$ cat src/rtl/core/ble_pkg.sv
// ----------------------------------------------------------------------------
// ble_pkg
// Shared widths, register indexes, reset values and handshake structs for the
// battery level estimator.
// ----------------------------------------------------------------------------
package ble_pkg;

  // Field widths
  localparam int SAMPLE_W  = 12;
  localparam int MV_W      = 15;
  localparam int PCT_W     = 7;
  localparam int NUM_BP    = 6;
  localparam int PCT_REG_W = NUM_BP * PCT_W;
  localparam int CFG_W     = PCT_REG_W;
  localparam int CFG_IDX_W = 3;

  // Ring depth default and arithmetic constants
  localparam int DEF_WINDOW   = 60;
  localparam int SCALE_FACTOR = 6;
  localparam logic [PCT_W-1:0] FULL_PERCENT = PCT_W'(100);
  localparam logic [PCT_W-1:0] ZERO_PERCENT = '0;

  // Shared divider: quotient bits and numerator width
  // (numerator covers a sum over 256 samples and the interpolation product)
  localparam int QUO_W     = MV_W;
  localparam int DIV_NUM_W = MV_W + 8;
  localparam int DIV_CNT_W = $clog2(QUO_W + 1);

  // Configuration register indexes
  localparam logic [CFG_IDX_W-1:0] REG_BP_FIRST = CFG_IDX_W'(0);
  localparam logic [CFG_IDX_W-1:0] REG_BP_LAST  = CFG_IDX_W'(NUM_BP - 1);
  localparam logic [CFG_IDX_W-1:0] REG_PCTS     = CFG_IDX_W'(NUM_BP);

  // Reset values of the breakpoint table
  localparam logic [MV_W-1:0] BP_RESET [NUM_BP] = '{
    MV_W'(3000), MV_W'(3450), MV_W'(3650), MV_W'(3800), MV_W'(3950), MV_W'(4100)
  };
  localparam logic [PCT_REG_W-1:0] PCTS_RESET = PCT_REG_W'(64'd3457575160320);

  // Request to the shared divider
  typedef struct packed {
    logic                 start;
    logic [DIV_NUM_W-1:0] num;
    logic [MV_W-1:0]      den;
  } div_req_t;

  // Result of the percent mapper
  typedef struct packed {
    logic                 done;
    logic                 direct;  // percent known without a division
    logic [PCT_W-1:0]     pct;
    logic [DIV_NUM_W-1:0] num;
    logic [MV_W-1:0]      span;
  } map_res_t;

endpackage

$ cat src/rtl/core/ble_ring.sv
// ----------------------------------------------------------------------------
// ble_ring
// Sample ring in a synchronous memory with running sum, fill count and write
// pointer. One push reads the slot, then replaces it and updates the sum.
// ----------------------------------------------------------------------------
module ble_ring
  import ble_pkg::*;
#(
  parameter int WINDOW = DEF_WINDOW
) (
  input  logic                            clk,
  input  logic                            rst,
  input  logic                            push,
  input  logic [MV_W-1:0]                 push_data,
  output logic                            done,
  output logic [MV_W+$clog2(WINDOW)-1:0]  sum,
  output logic [$clog2(WINDOW+1)-1:0]     count
);

  localparam int SUM_W = MV_W + $clog2(WINDOW);
  localparam int CNT_W = $clog2(WINDOW + 1);
  localparam int PTR_W = (WINDOW > 1) ? $clog2(WINDOW) : 1;

  logic [MV_W-1:0]  ring [WINDOW];
  logic [MV_W-1:0]  rd_data;
  logic [MV_W-1:0]  held;
  logic [PTR_W-1:0] wp;
  logic             pend;
  logic             full;
  logic [SUM_W-1:0] sum_next;

  // Memory: read the slot at the write pointer, write the held sample there in the cycle after a push
  always_ff @(posedge clk) begin
    if (pend) begin
      ring[wp] <= held;
    end
    rd_data <= ring[wp];
  end

  // Hold the new sample while the old slot is read
  always_ff @(posedge clk) begin
    if (push) begin
      held <= push_data;
    end
  end

  assign full = (count == CNT_W'(WINDOW));

  // Drop the oldest sample once the window is full
  always_comb begin
    if (full) begin
      sum_next = sum - SUM_W'(rd_data) + SUM_W'(held);
    end else begin
      sum_next = sum + SUM_W'(held);
    end
  end

  // Advance sum, count and pointer
  always_ff @(posedge clk) begin
    if (rst) begin
      pend  <= 1'b0;
      done  <= 1'b0;
      sum   <= '0;
      count <= '0;
      wp    <= '0;
    end else begin
      pend <= push;
      done <= pend;
      if (pend) begin
        sum <= sum_next;
        if (!full) begin
          count <= count + CNT_W'(1);
        end
        if (wp == PTR_W'(WINDOW - 1)) begin
          wp <= '0;
        end else begin
          wp <= wp + PTR_W'(1);
        end
      end
    end
  end

endmodule

$ cat src/rtl/core/ble_div.sv
// ----------------------------------------------------------------------------
// ble_div
// Restoring divider, one quotient bit per cycle. Shared by the average and
// the interpolation; the quotient must fit in QUO_W bits.
// ----------------------------------------------------------------------------
module ble_div
  import ble_pkg::*;
(
  input  logic             clk,
  input  logic             rst,
  input  div_req_t         req,
  output logic             done,
  output logic [QUO_W-1:0] quo
);

  localparam int DSH_W = MV_W + QUO_W - 1;
  localparam int PAD_W = DSH_W - DIV_NUM_W;

  logic [DIV_NUM_W-1:0] rem;
  logic [DSH_W-1:0]     dsh;
  logic [DIV_CNT_W-1:0] cnt;
  logic                 busy;
  logic                 ge;

  assign ge = ({{PAD_W{1'b0}}, rem} >= dsh);

  // Step control
  always_ff @(posedge clk) begin
    if (rst) begin
      busy <= 1'b0;
      done <= 1'b0;
      cnt  <= '0;
    end else begin
      done <= 1'b0;
      if (req.start) begin
        busy <= 1'b1;
        cnt  <= DIV_CNT_W'(QUO_W);
      end else if (busy) begin
        cnt <= cnt - DIV_CNT_W'(1);
        if (cnt == DIV_CNT_W'(1)) begin
          busy <= 1'b0;
          done <= 1'b1;
        end
      end
    end
  end

  // Subtract the shifted divisor where it fits, shift in the quotient bit
  always_ff @(posedge clk) begin
    if (req.start) begin
      rem <= req.num;
      dsh <= {req.den, {(QUO_W-1){1'b0}}};
      quo <= '0;
    end else if (busy) begin
      if (ge) begin
        rem <= rem - dsh[DIV_NUM_W-1:0];
      end
      dsh <= dsh >> 1;
      quo <= {quo[QUO_W-2:0], ge};
    end
  end

endmodule

$ cat src/rtl/core/ble_map.sv
// ----------------------------------------------------------------------------
// ble_map
// Breakpoint registers and percent mapping: segment search in one stage,
// interpolation numerator in the next.
// ----------------------------------------------------------------------------
module ble_map
  import ble_pkg::*;
(
  input  logic                 clk,
  input  logic                 rst,
  input  logic                 cfg_we,
  input  logic [CFG_IDX_W-1:0] cfg_index,
  input  logic [CFG_W-1:0]     cfg_data,
  input  logic                 eval,
  input  logic [MV_W-1:0]      avg,
  output map_res_t             res
);

  logic [MV_W-1:0]      bp [NUM_BP];
  logic [PCT_REG_W-1:0] pcts;

  logic                 below, above, found;
  logic [PCT_W-1:0]     lo, hi;
  logic [MV_W-1:0]      base, span;

  logic                 s1_v, s1_direct;
  logic [PCT_W-1:0]     s1_pct, s1_lo;
  logic signed [PCT_W:0] s1_dp;
  logic [MV_W-1:0]      s1_span, s1_off;

  logic [PCT_W+MV_W-1:0]        p_lo;
  logic signed [PCT_W+MV_W+1:0] p_off;
  logic signed [PCT_W+MV_W+1:0] num_s;

  logic                 r_done, r_direct;
  logic [PCT_W-1:0]     r_pct;
  logic [DIV_NUM_W-1:0] r_num;
  logic [MV_W-1:0]      r_span;

  // Configuration writes; indexes past the table are ignored
  always_ff @(posedge clk) begin
    if (rst) begin
      for (int k = 0; k < NUM_BP; k++) begin
        bp[k] <= BP_RESET[k];
      end
      pcts <= PCTS_RESET;
    end else if (cfg_we) begin
      for (int k = 0; k < NUM_BP; k++) begin
        if (cfg_index == REG_BP_FIRST + CFG_IDX_W'(k)) begin
          bp[k] <= cfg_data[MV_W-1:0];
        end
      end
      if (cfg_index == REG_PCTS) begin
        pcts <= cfg_data[PCT_REG_W-1:0];
      end
    end
  end

  // Pick the first segment that holds the average
  always_comb begin
    below = (avg < bp[0]);
    above = (avg >= bp[NUM_BP-1]);
    found = 1'b0;
    lo    = '0;
    hi    = '0;
    base  = '0;
    span  = '0;
    for (int k = 0; k < NUM_BP - 1; k++) begin
      if (!found && (avg >= bp[k]) && (avg < bp[k+1])) begin
        found = 1'b1;
        lo    = pcts[PCT_W*k +: PCT_W];
        hi    = pcts[PCT_W*(k+1) +: PCT_W];
        base  = bp[k];
        span  = bp[k+1] - bp[k];
      end
    end
  end

  // Stage 1: register the segment or a fixed percent
  always_ff @(posedge clk) begin
    if (rst) begin
      s1_v <= 1'b0;
    end else begin
      s1_v <= eval;
    end
  end

  always_ff @(posedge clk) begin
    if (eval) begin
      s1_direct <= below || above || !found;
      s1_pct    <= (above && !below) ? FULL_PERCENT : ZERO_PERCENT;
      s1_lo     <= lo;
      s1_dp     <= $signed({1'b0, hi}) - $signed({1'b0, lo});
      s1_span   <= span;
      s1_off    <= avg - base;
    end
  end

  // Interpolation numerator, never negative since the offset is below the span
  assign p_lo  = s1_lo * s1_span;
  assign p_off = $signed({1'b0, s1_off}) * s1_dp;
  assign num_s = $signed({2'b00, p_lo}) + p_off;

  // Stage 2: register the division request
  always_ff @(posedge clk) begin
    if (rst) begin
      r_done <= 1'b0;
    end else begin
      r_done <= s1_v;
    end
  end

  always_ff @(posedge clk) begin
    if (s1_v) begin
      r_direct <= s1_direct;
      r_pct    <= s1_pct;
      r_num    <= num_s[DIV_NUM_W-1:0];
      r_span   <= s1_span;
    end
  end

  assign res.done   = r_done;
  assign res.direct = r_direct;
  assign res.pct    = r_pct;
  assign res.num    = r_num;
  assign res.span   = r_span;

endmodule

$ cat src/rtl/core/battery_level_estimator_unit.sv
// From an accepted sample to its result in the output register: ring update,
//   average divide, mapping, percent divide, output register; the percent divide
//   is skipped when the percent needs no division.
// Samples: one at a time through the shared bit-serial divider; a new sample is
//   taken only when idle; a stalled result holds the sequencer in its output step.
// Reset: breakpoints return to defaults, sum, count and pointer clear; ring kept.
// ----------------------------------------------------------------------------
// battery_level_estimator_unit
// Moving-average battery gauge: scaled samples in a memory ring, average by
// division, then piecewise-linear mapping to a charge percentage.
// ----------------------------------------------------------------------------
module battery_level_estimator_unit
  import ble_pkg::*;
#(
  parameter int WINDOW = DEF_WINDOW
) (
  input  logic                 clk,
  input  logic                 rst,
  input  logic                 cfg_we,
  input  logic [CFG_IDX_W-1:0] cfg_index,
  input  logic [CFG_W-1:0]     cfg_data,
  input  logic                 in_valid,
  output logic                 in_stall,
  input  logic [SAMPLE_W-1:0]  sample_mv,
  output logic                 out_valid,
  input  logic                 out_stall,
  output logic [PCT_W-1:0]     battery_percent,
  output logic [MV_W-1:0]      average_mv
);

  localparam int SUM_W = MV_W + $clog2(WINDOW);
  localparam int CNT_W = $clog2(WINDOW + 1);

  localparam logic [2:0] ST_IDLE = 3'd0;
  localparam logic [2:0] ST_RING = 3'd1;
  localparam logic [2:0] ST_AVG  = 3'd2;
  localparam logic [2:0] ST_MAP  = 3'd3;
  localparam logic [2:0] ST_PCT  = 3'd4;
  localparam logic [2:0] ST_OUT  = 3'd5;

  logic [2:0]       state, state_next;
  logic             in_take;
  logic             out_free;
  logic [MV_W-1:0]  scaled;
  logic             ring_done;
  logic [SUM_W-1:0] ring_sum;
  logic [CNT_W-1:0] ring_count;
  div_req_t         div_req;
  logic             div_done;
  logic [QUO_W-1:0] div_quo;
  map_res_t         map_res;
  logic             map_eval;
  logic [MV_W-1:0]  avg;
  logic [PCT_W-1:0] pct;

  assign in_stall = (state != ST_IDLE);
  assign in_take  = in_valid && !in_stall;
  assign out_free = !out_valid || !out_stall;
  assign scaled   = MV_W'(sample_mv) * MV_W'(SCALE_FACTOR);
  assign map_eval = (state == ST_AVG) && div_done;

  ble_ring #(
    .WINDOW (WINDOW)
  ) u_ring (
    .clk       (clk),
    .rst       (rst),
    .push      (in_take),
    .push_data (scaled),
    .done      (ring_done),
    .sum       (ring_sum),
    .count     (ring_count)
  );

  // Divider request: the average first, then the interpolation
  always_comb begin
    div_req.start = 1'b0;
    div_req.num   = DIV_NUM_W'(ring_sum);
    div_req.den   = MV_W'(ring_count);
    if (state == ST_RING) begin
      div_req.start = ring_done;
    end else if (state == ST_MAP) begin
      div_req.start = map_res.done && !map_res.direct;
      div_req.num   = map_res.num;
      div_req.den   = map_res.span;
    end
  end

  ble_div u_div (
    .clk  (clk),
    .rst  (rst),
    .req  (div_req),
    .done (div_done),
    .quo  (div_quo)
  );

  ble_map u_map (
    .clk       (clk),
    .rst       (rst),
    .cfg_we    (cfg_we),
    .cfg_index (cfg_index),
    .cfg_data  (cfg_data),
    .eval      (map_eval),
    .avg       (div_quo[MV_W-1:0]),
    .res       (map_res)
  );

  // Sequencer
  always_comb begin
    state_next = state;
    unique case (state)
      ST_IDLE: if (in_take) state_next = ST_RING;
      ST_RING: if (ring_done) state_next = ST_AVG;
      ST_AVG:  if (div_done) state_next = ST_MAP;
      ST_MAP: begin
        if (map_res.done) begin
          state_next = map_res.direct ? ST_OUT : ST_PCT;
        end
      end
      ST_PCT:  if (div_done) state_next = ST_OUT;
      ST_OUT:  if (out_free) state_next = ST_IDLE;
      default: state_next = ST_IDLE;
    endcase
  end

  always_ff @(posedge clk) begin
    if (rst) begin
      state <= ST_IDLE;
    end else begin
      state <= state_next;
    end
  end

  // Capture the average and the percent
  always_ff @(posedge clk) begin
    if (map_eval) begin
      avg <= div_quo[MV_W-1:0];
    end
    if (state == ST_MAP && map_res.done) begin
      pct <= map_res.pct;
    end else if (state == ST_PCT && div_done) begin
      pct <= div_quo[PCT_W-1:0];
    end
  end

  // Output register: hold until the transaction completes
  always_ff @(posedge clk) begin
    if (rst) begin
      out_valid <= 1'b0;
    end else if (state == ST_OUT && out_free) begin
      out_valid <= 1'b1;
    end else if (!out_stall) begin
      out_valid <= 1'b0;
    end
  end

  always_ff @(posedge clk) begin
    if (state == ST_OUT && out_free) begin
      battery_percent <= pct;
      average_mv      <= avg;
    end
  end

  // Checks
  a_out_from_seq: assert property (@(posedge clk) disable iff (rst)
    $rose(out_valid) |-> $past(state == ST_OUT))
    else $error("result presented outside the output step");

  a_div_owner: assert property (@(posedge clk) disable iff (rst)
    div_done |-> (state == ST_AVG || state == ST_PCT))
    else $error("divider finished with no waiting step");

  a_count_bound: assert property (@(posedge clk) disable iff (rst)
    ring_count <= CNT_W'(WINDOW))
    else $error("fill count past the window");

  a_take_starts: assert property (@(posedge clk) disable iff (rst)
    in_take |=> (state == ST_RING))
    else $error("accepted sample did not start a ring update");

endmodule
$ cat config.mk
export PLATFORM = sky130hd
export DESIGN_NAME = battery_level_estimator_unit
export DESIGN_NICKNAME = d
export VERILOG_FILES = /design/src/rtl/core/ble_pkg.sv /design/src/rtl/core/ble_ring.sv /design/src/rtl/core/ble_div.sv /design/src/rtl/core/ble_map.sv /design/src/rtl/core/battery_level_estimator_unit.sv
export SDC_FILE = /design/constraint.sdc
export NUM_CORES = 2
export LEC_CHECK = 0
export BUFFER_PORTS_ARGS = -buffer_cell sky130_fd_sc_hd__buf_2
export CAP_MARGIN = 30
export CORE_UTILIZATION = 35
export DETAILED_ROUTE_END_ITERATION = 6
export GPL_ROUTABILITY_DRIVEN = 0
export SETUP_SLACK_MARGIN = 0.3
export SLEW_MARGIN = 25
export SYNTH_ARGS = -nofsm -noshare
export SYNTH_HDL_FRONTEND = slang
export SYNTH_HIERARCHICAL = 1
export SYNTH_SLANG_ARGS = --single-unit
$ cat constraint.sdc
create_clock -name clk -period 10 [get_ports clk]
set_clock_uncertainty 0.15 [all_clocks]
set_input_delay 1 -clock clk [delete_from_list [all_inputs] [get_ports clk]]
set_output_delay 1 -clock clk [all_outputs]
set_load 0.02 [all_outputs]
==> flow_metrics.tcl <==
set metrics [dict create \
    finalCritPeriodShare_pct 91.85 \
    async_reset_ff_share_pct 0 \
    worst-path-stages 30 \
    synth-edff-count 1174 \
    grt_pass1_vias 45100 \
    holdBufCountCts 0 \
    utilization_pct 39.67 \
    path_delay_family "adder cells" \
    antenna_left 0 \
    yosysSeqAreaShare_pct 56.44 \
    crit_path_start_kind "register" \
    finalCriticalPeriod_ns 9.185 \
    areaGrowthSynthToFinish_pct 12.42 \
    io-pin-count 86 \
    cp.arrival_ns 9.55 \
    port_buffers 85 \
    place_inst 7881 \
    initial_utilization_pct 35.29 \
    drcViolationCount 3 \
    drive_gt1_share_pct 10.47 \
    clkTransAtPathRegs_ns 0.06 \
    cts_buffers 137 \
    hold_class "register to register" \
    coreArea_um2 190400 \
    grt_busiest_layer "met2" \
    hold_viol 0 \
    slowest_stage "fa_1" \
    use_met2_pct 33.76 \
    clk_latency_ns 0.79 \
    ys_top_cells_by_area "edfxtp_1 52%, ha_1 6.7%, fa_1 5.6%, dfxtp_1 4.0%, a22oi_1 3.3%" \
    p_per_area_nw_per_um2 170.4 \
    dp_hpwl_um 129300 \
    cts.sinks 1307 \
    synthTopCellsByCount "1,174 x edfxtp_1, 444 x inv_1, 419 x nand2_1, 361 x ha_1, 294 x a22oi_1" \
    synth_area_um2 67180 \
    r2r_cells 30 \
    power.leakage_nw 27.57 \
    cts_tree "done" \
    tightest_slew_ns 0.9702 \
    synth.most_common_cell "edfxtp_1" \
    ys_seq_elements 1307 \
    synth_top_area_share_pct 52.48 \
    die_y_um 440.1 \
    rows 160 \
    rrSetupSlack_ns 0.81 \
    grt_util_met3_pct 2.715 \
    rsz0062_at_grt "false" \
    critPathKind "register to register" \
    via_count 44858 \
    crit_top_cell "fa_1" \
    slew_headroom_pct 34.64 \
    wl_per_cell_um 23.64 \
    grt.overflow.total 0 \
    syn_inst 5371 \
    ys.warnings.count 6 \
    slowest_delay_ns 0.54 \
    synth_top_area_cell "edfxtp_1" \
    synth_cell_type_count 104 \
    multiInputGateArea_um2 26650 \
    grt_pass1_wl_um 286800 \
    end_kind "register" \
    h-tree-depth 4 \
    cp-endpoint "u_map/r_num[22]" \
    ff_latch_area_um2 37930 \
    antenna_found_initial 6 \
    maxSlewViolCount 0 \
    wl_um 192500 \
    finish.instance_area_um2 75520 \
    crit_required_ns 10.36 \
    avgViaCountPerCell 5.510 \
    die_w_um 440.1 \
    final-instance-count-excl-fill 8141 \
    avgSynthCellArea_um2 12.51 \
    synth_flop_cell "edfxtp_1" \
    met1_usage_pct 25.14 \
    grt.total_usage_pct 19.65 \
    status "finished, violations left" \
    finalNetCount 6127 \
    clock.fmax_ghz 0.1089 \
    nFillCells 17796 \
    grt_max_degree 86 \
    clk_path_buf_depth 3 \
    fin_tns_setup_ns 0 \
    place_area_um2 70910 \
    violations "DRC" \
    regToRegStartpoint "u_map/s1_span[3]" \
    finalSetupViolations 0 \
    die_area_um2 193700 \
    cp_max_fo 8 \
    irDropWorstVdd_v 0.0001164 \
    cts_root_buffer "clkbuf_16" \
    drt_first_pass_iters 7 \
    startpoint "u_map/s1_span[3]" \
    path_buf_inv 5 \
    r2r_end "u_map/r_num[22]" \
    first_iter_violations 4333 \
    cap_violations 0 \
]
-- how the worst min path moves through the flow --
stage            startpoint                  to  slack (ns)  depth (start not counted)
3_5_place_dp         avg[1]       average_mv[1]        0.25                          0
2_1_floorplan        avg[0]       average_mv[0]        0.25                          0
4_1_cts        cfg_data[32]      u_map/pcts[32]        0.22                          3
6_report             pct[3]  battery_percent[3]        0.27                          0
5_1_grt        cfg_data[19]      u_map/pcts[19]        0.26                          3
3_3_place_gp         avg[4]       average_mv[4]        0.25                          0
-- timing repair --
action,in CTS,in global routing
setup buffers,0,5
setup endpoints to repair,0,2
gates resized for setup,0,1
hold endpoints to repair,0,0
-- power breakdown --
| part | internal (mW) | switching, mW |
|---|---|---|
| Sequential | 6.12 | 0.0962 |
| Clock | 2.93 | 2.24 |
| Combinational | 0.523 | 0.956 |
| Total | 9.57 | 3.29 |
-- placed cells by master, fill, tap and decap left out, types with 148 or more instances in the layout --
| master | Yosys | layout |
|---|---|---|
| a21oi_1 | 228 | 227 |
| nor2_1 | 264 | 259 |
| buf_4 | 14 | 148 |
| fa_1 | 189 | 189 |
| a22oi_1 | 294 | 294 |
| inv_1 | 444 | 444 |
| nand2_1 | 419 | 419 |
| ha_1 | 361 | 361 |
| edfxtp_1 | 1174 | 1174 |
| and2_1 | 187 | 185 |
-- registers in the layout, summed over array words and instances, names as in the netlist, 21 cells and up --
register,count
u_ring/sum,21
u_map/pcts,42
u_map/r_num,23
u_ring/ring,900
u_map/bp,90
u_div/rem,23
u_div/dsh,29
-- area by class of cell --
class                           instances  area share, %
Timing Repair Buffer                  236          2.074
Clock buffer                          172          4.863
Clock inverter                         80          1.171
Multi-Input combinational cell       3388          35.29
Antenna cell                            2       0.006627
Sequential cell                      1307          50.22
Inverter                              445          2.212
Tap cell                             2511          4.160
-- routing by layer --
| metal | up-vias | share of wire (%) | wire [µm] |
|---|---|---|---|
| li1 | 20233 | - | - |
| met3 | 319 | 6.2 | 12030 |
| met2 | 1646 | 49 | 94380 |
| met1 | 22656 | 41 | 78920 |
| met4 | 4 | 3.7 | 7106 |
| met5 | - | 0.019 | 37 |
-- stage by stage --
stage / power, mW / worst slack (ns) / hold WS [ns]
2_1_floorplan: 7.288 / 1.532 / 0.2503
3_3_place_gp: 7.753 / 0.9281 / 0.2519
3_5_place_dp: 7.786 / 0.8567 / 0.2545
4_1_cts: 12.94 / 0.8610 / 0.2156
5_1_grt: 13.30 / 0.3039 / 0.2616
6_report: 12.87 / 0.8147 / 0.2669
-- kinds of logic (layout without fill, tap and decap cells) --
family / count (synthesis) / count (layout) / share of synthesized area (%)
simple gates: 1327 / 1327 / 9.735
flops: 1307 / 1307 / 56.44
compound gates: 1228 / 1228 / 13.07
buf+inv: 679 / 933 / 4.090
fa+ha+maj: 550 / 550 / 12.36
xor+xnor: 171 / 171 / 2.229
mux: 107 / 107 / 2.071
other cells: 2 / 7 / 0.01118
-- worst reg2reg max path, delay by kind of cell (launching register included) --
family          cells  cell delay [ns]
fa+ha+maj          11             5.02
compound gates      9             2.17
simple gates        4             0.73
flops               1             0.50
buf+inv             5             0.25
xor+xnor            1             0.14
No activity file was read; power rests on OpenSTA's default activity.
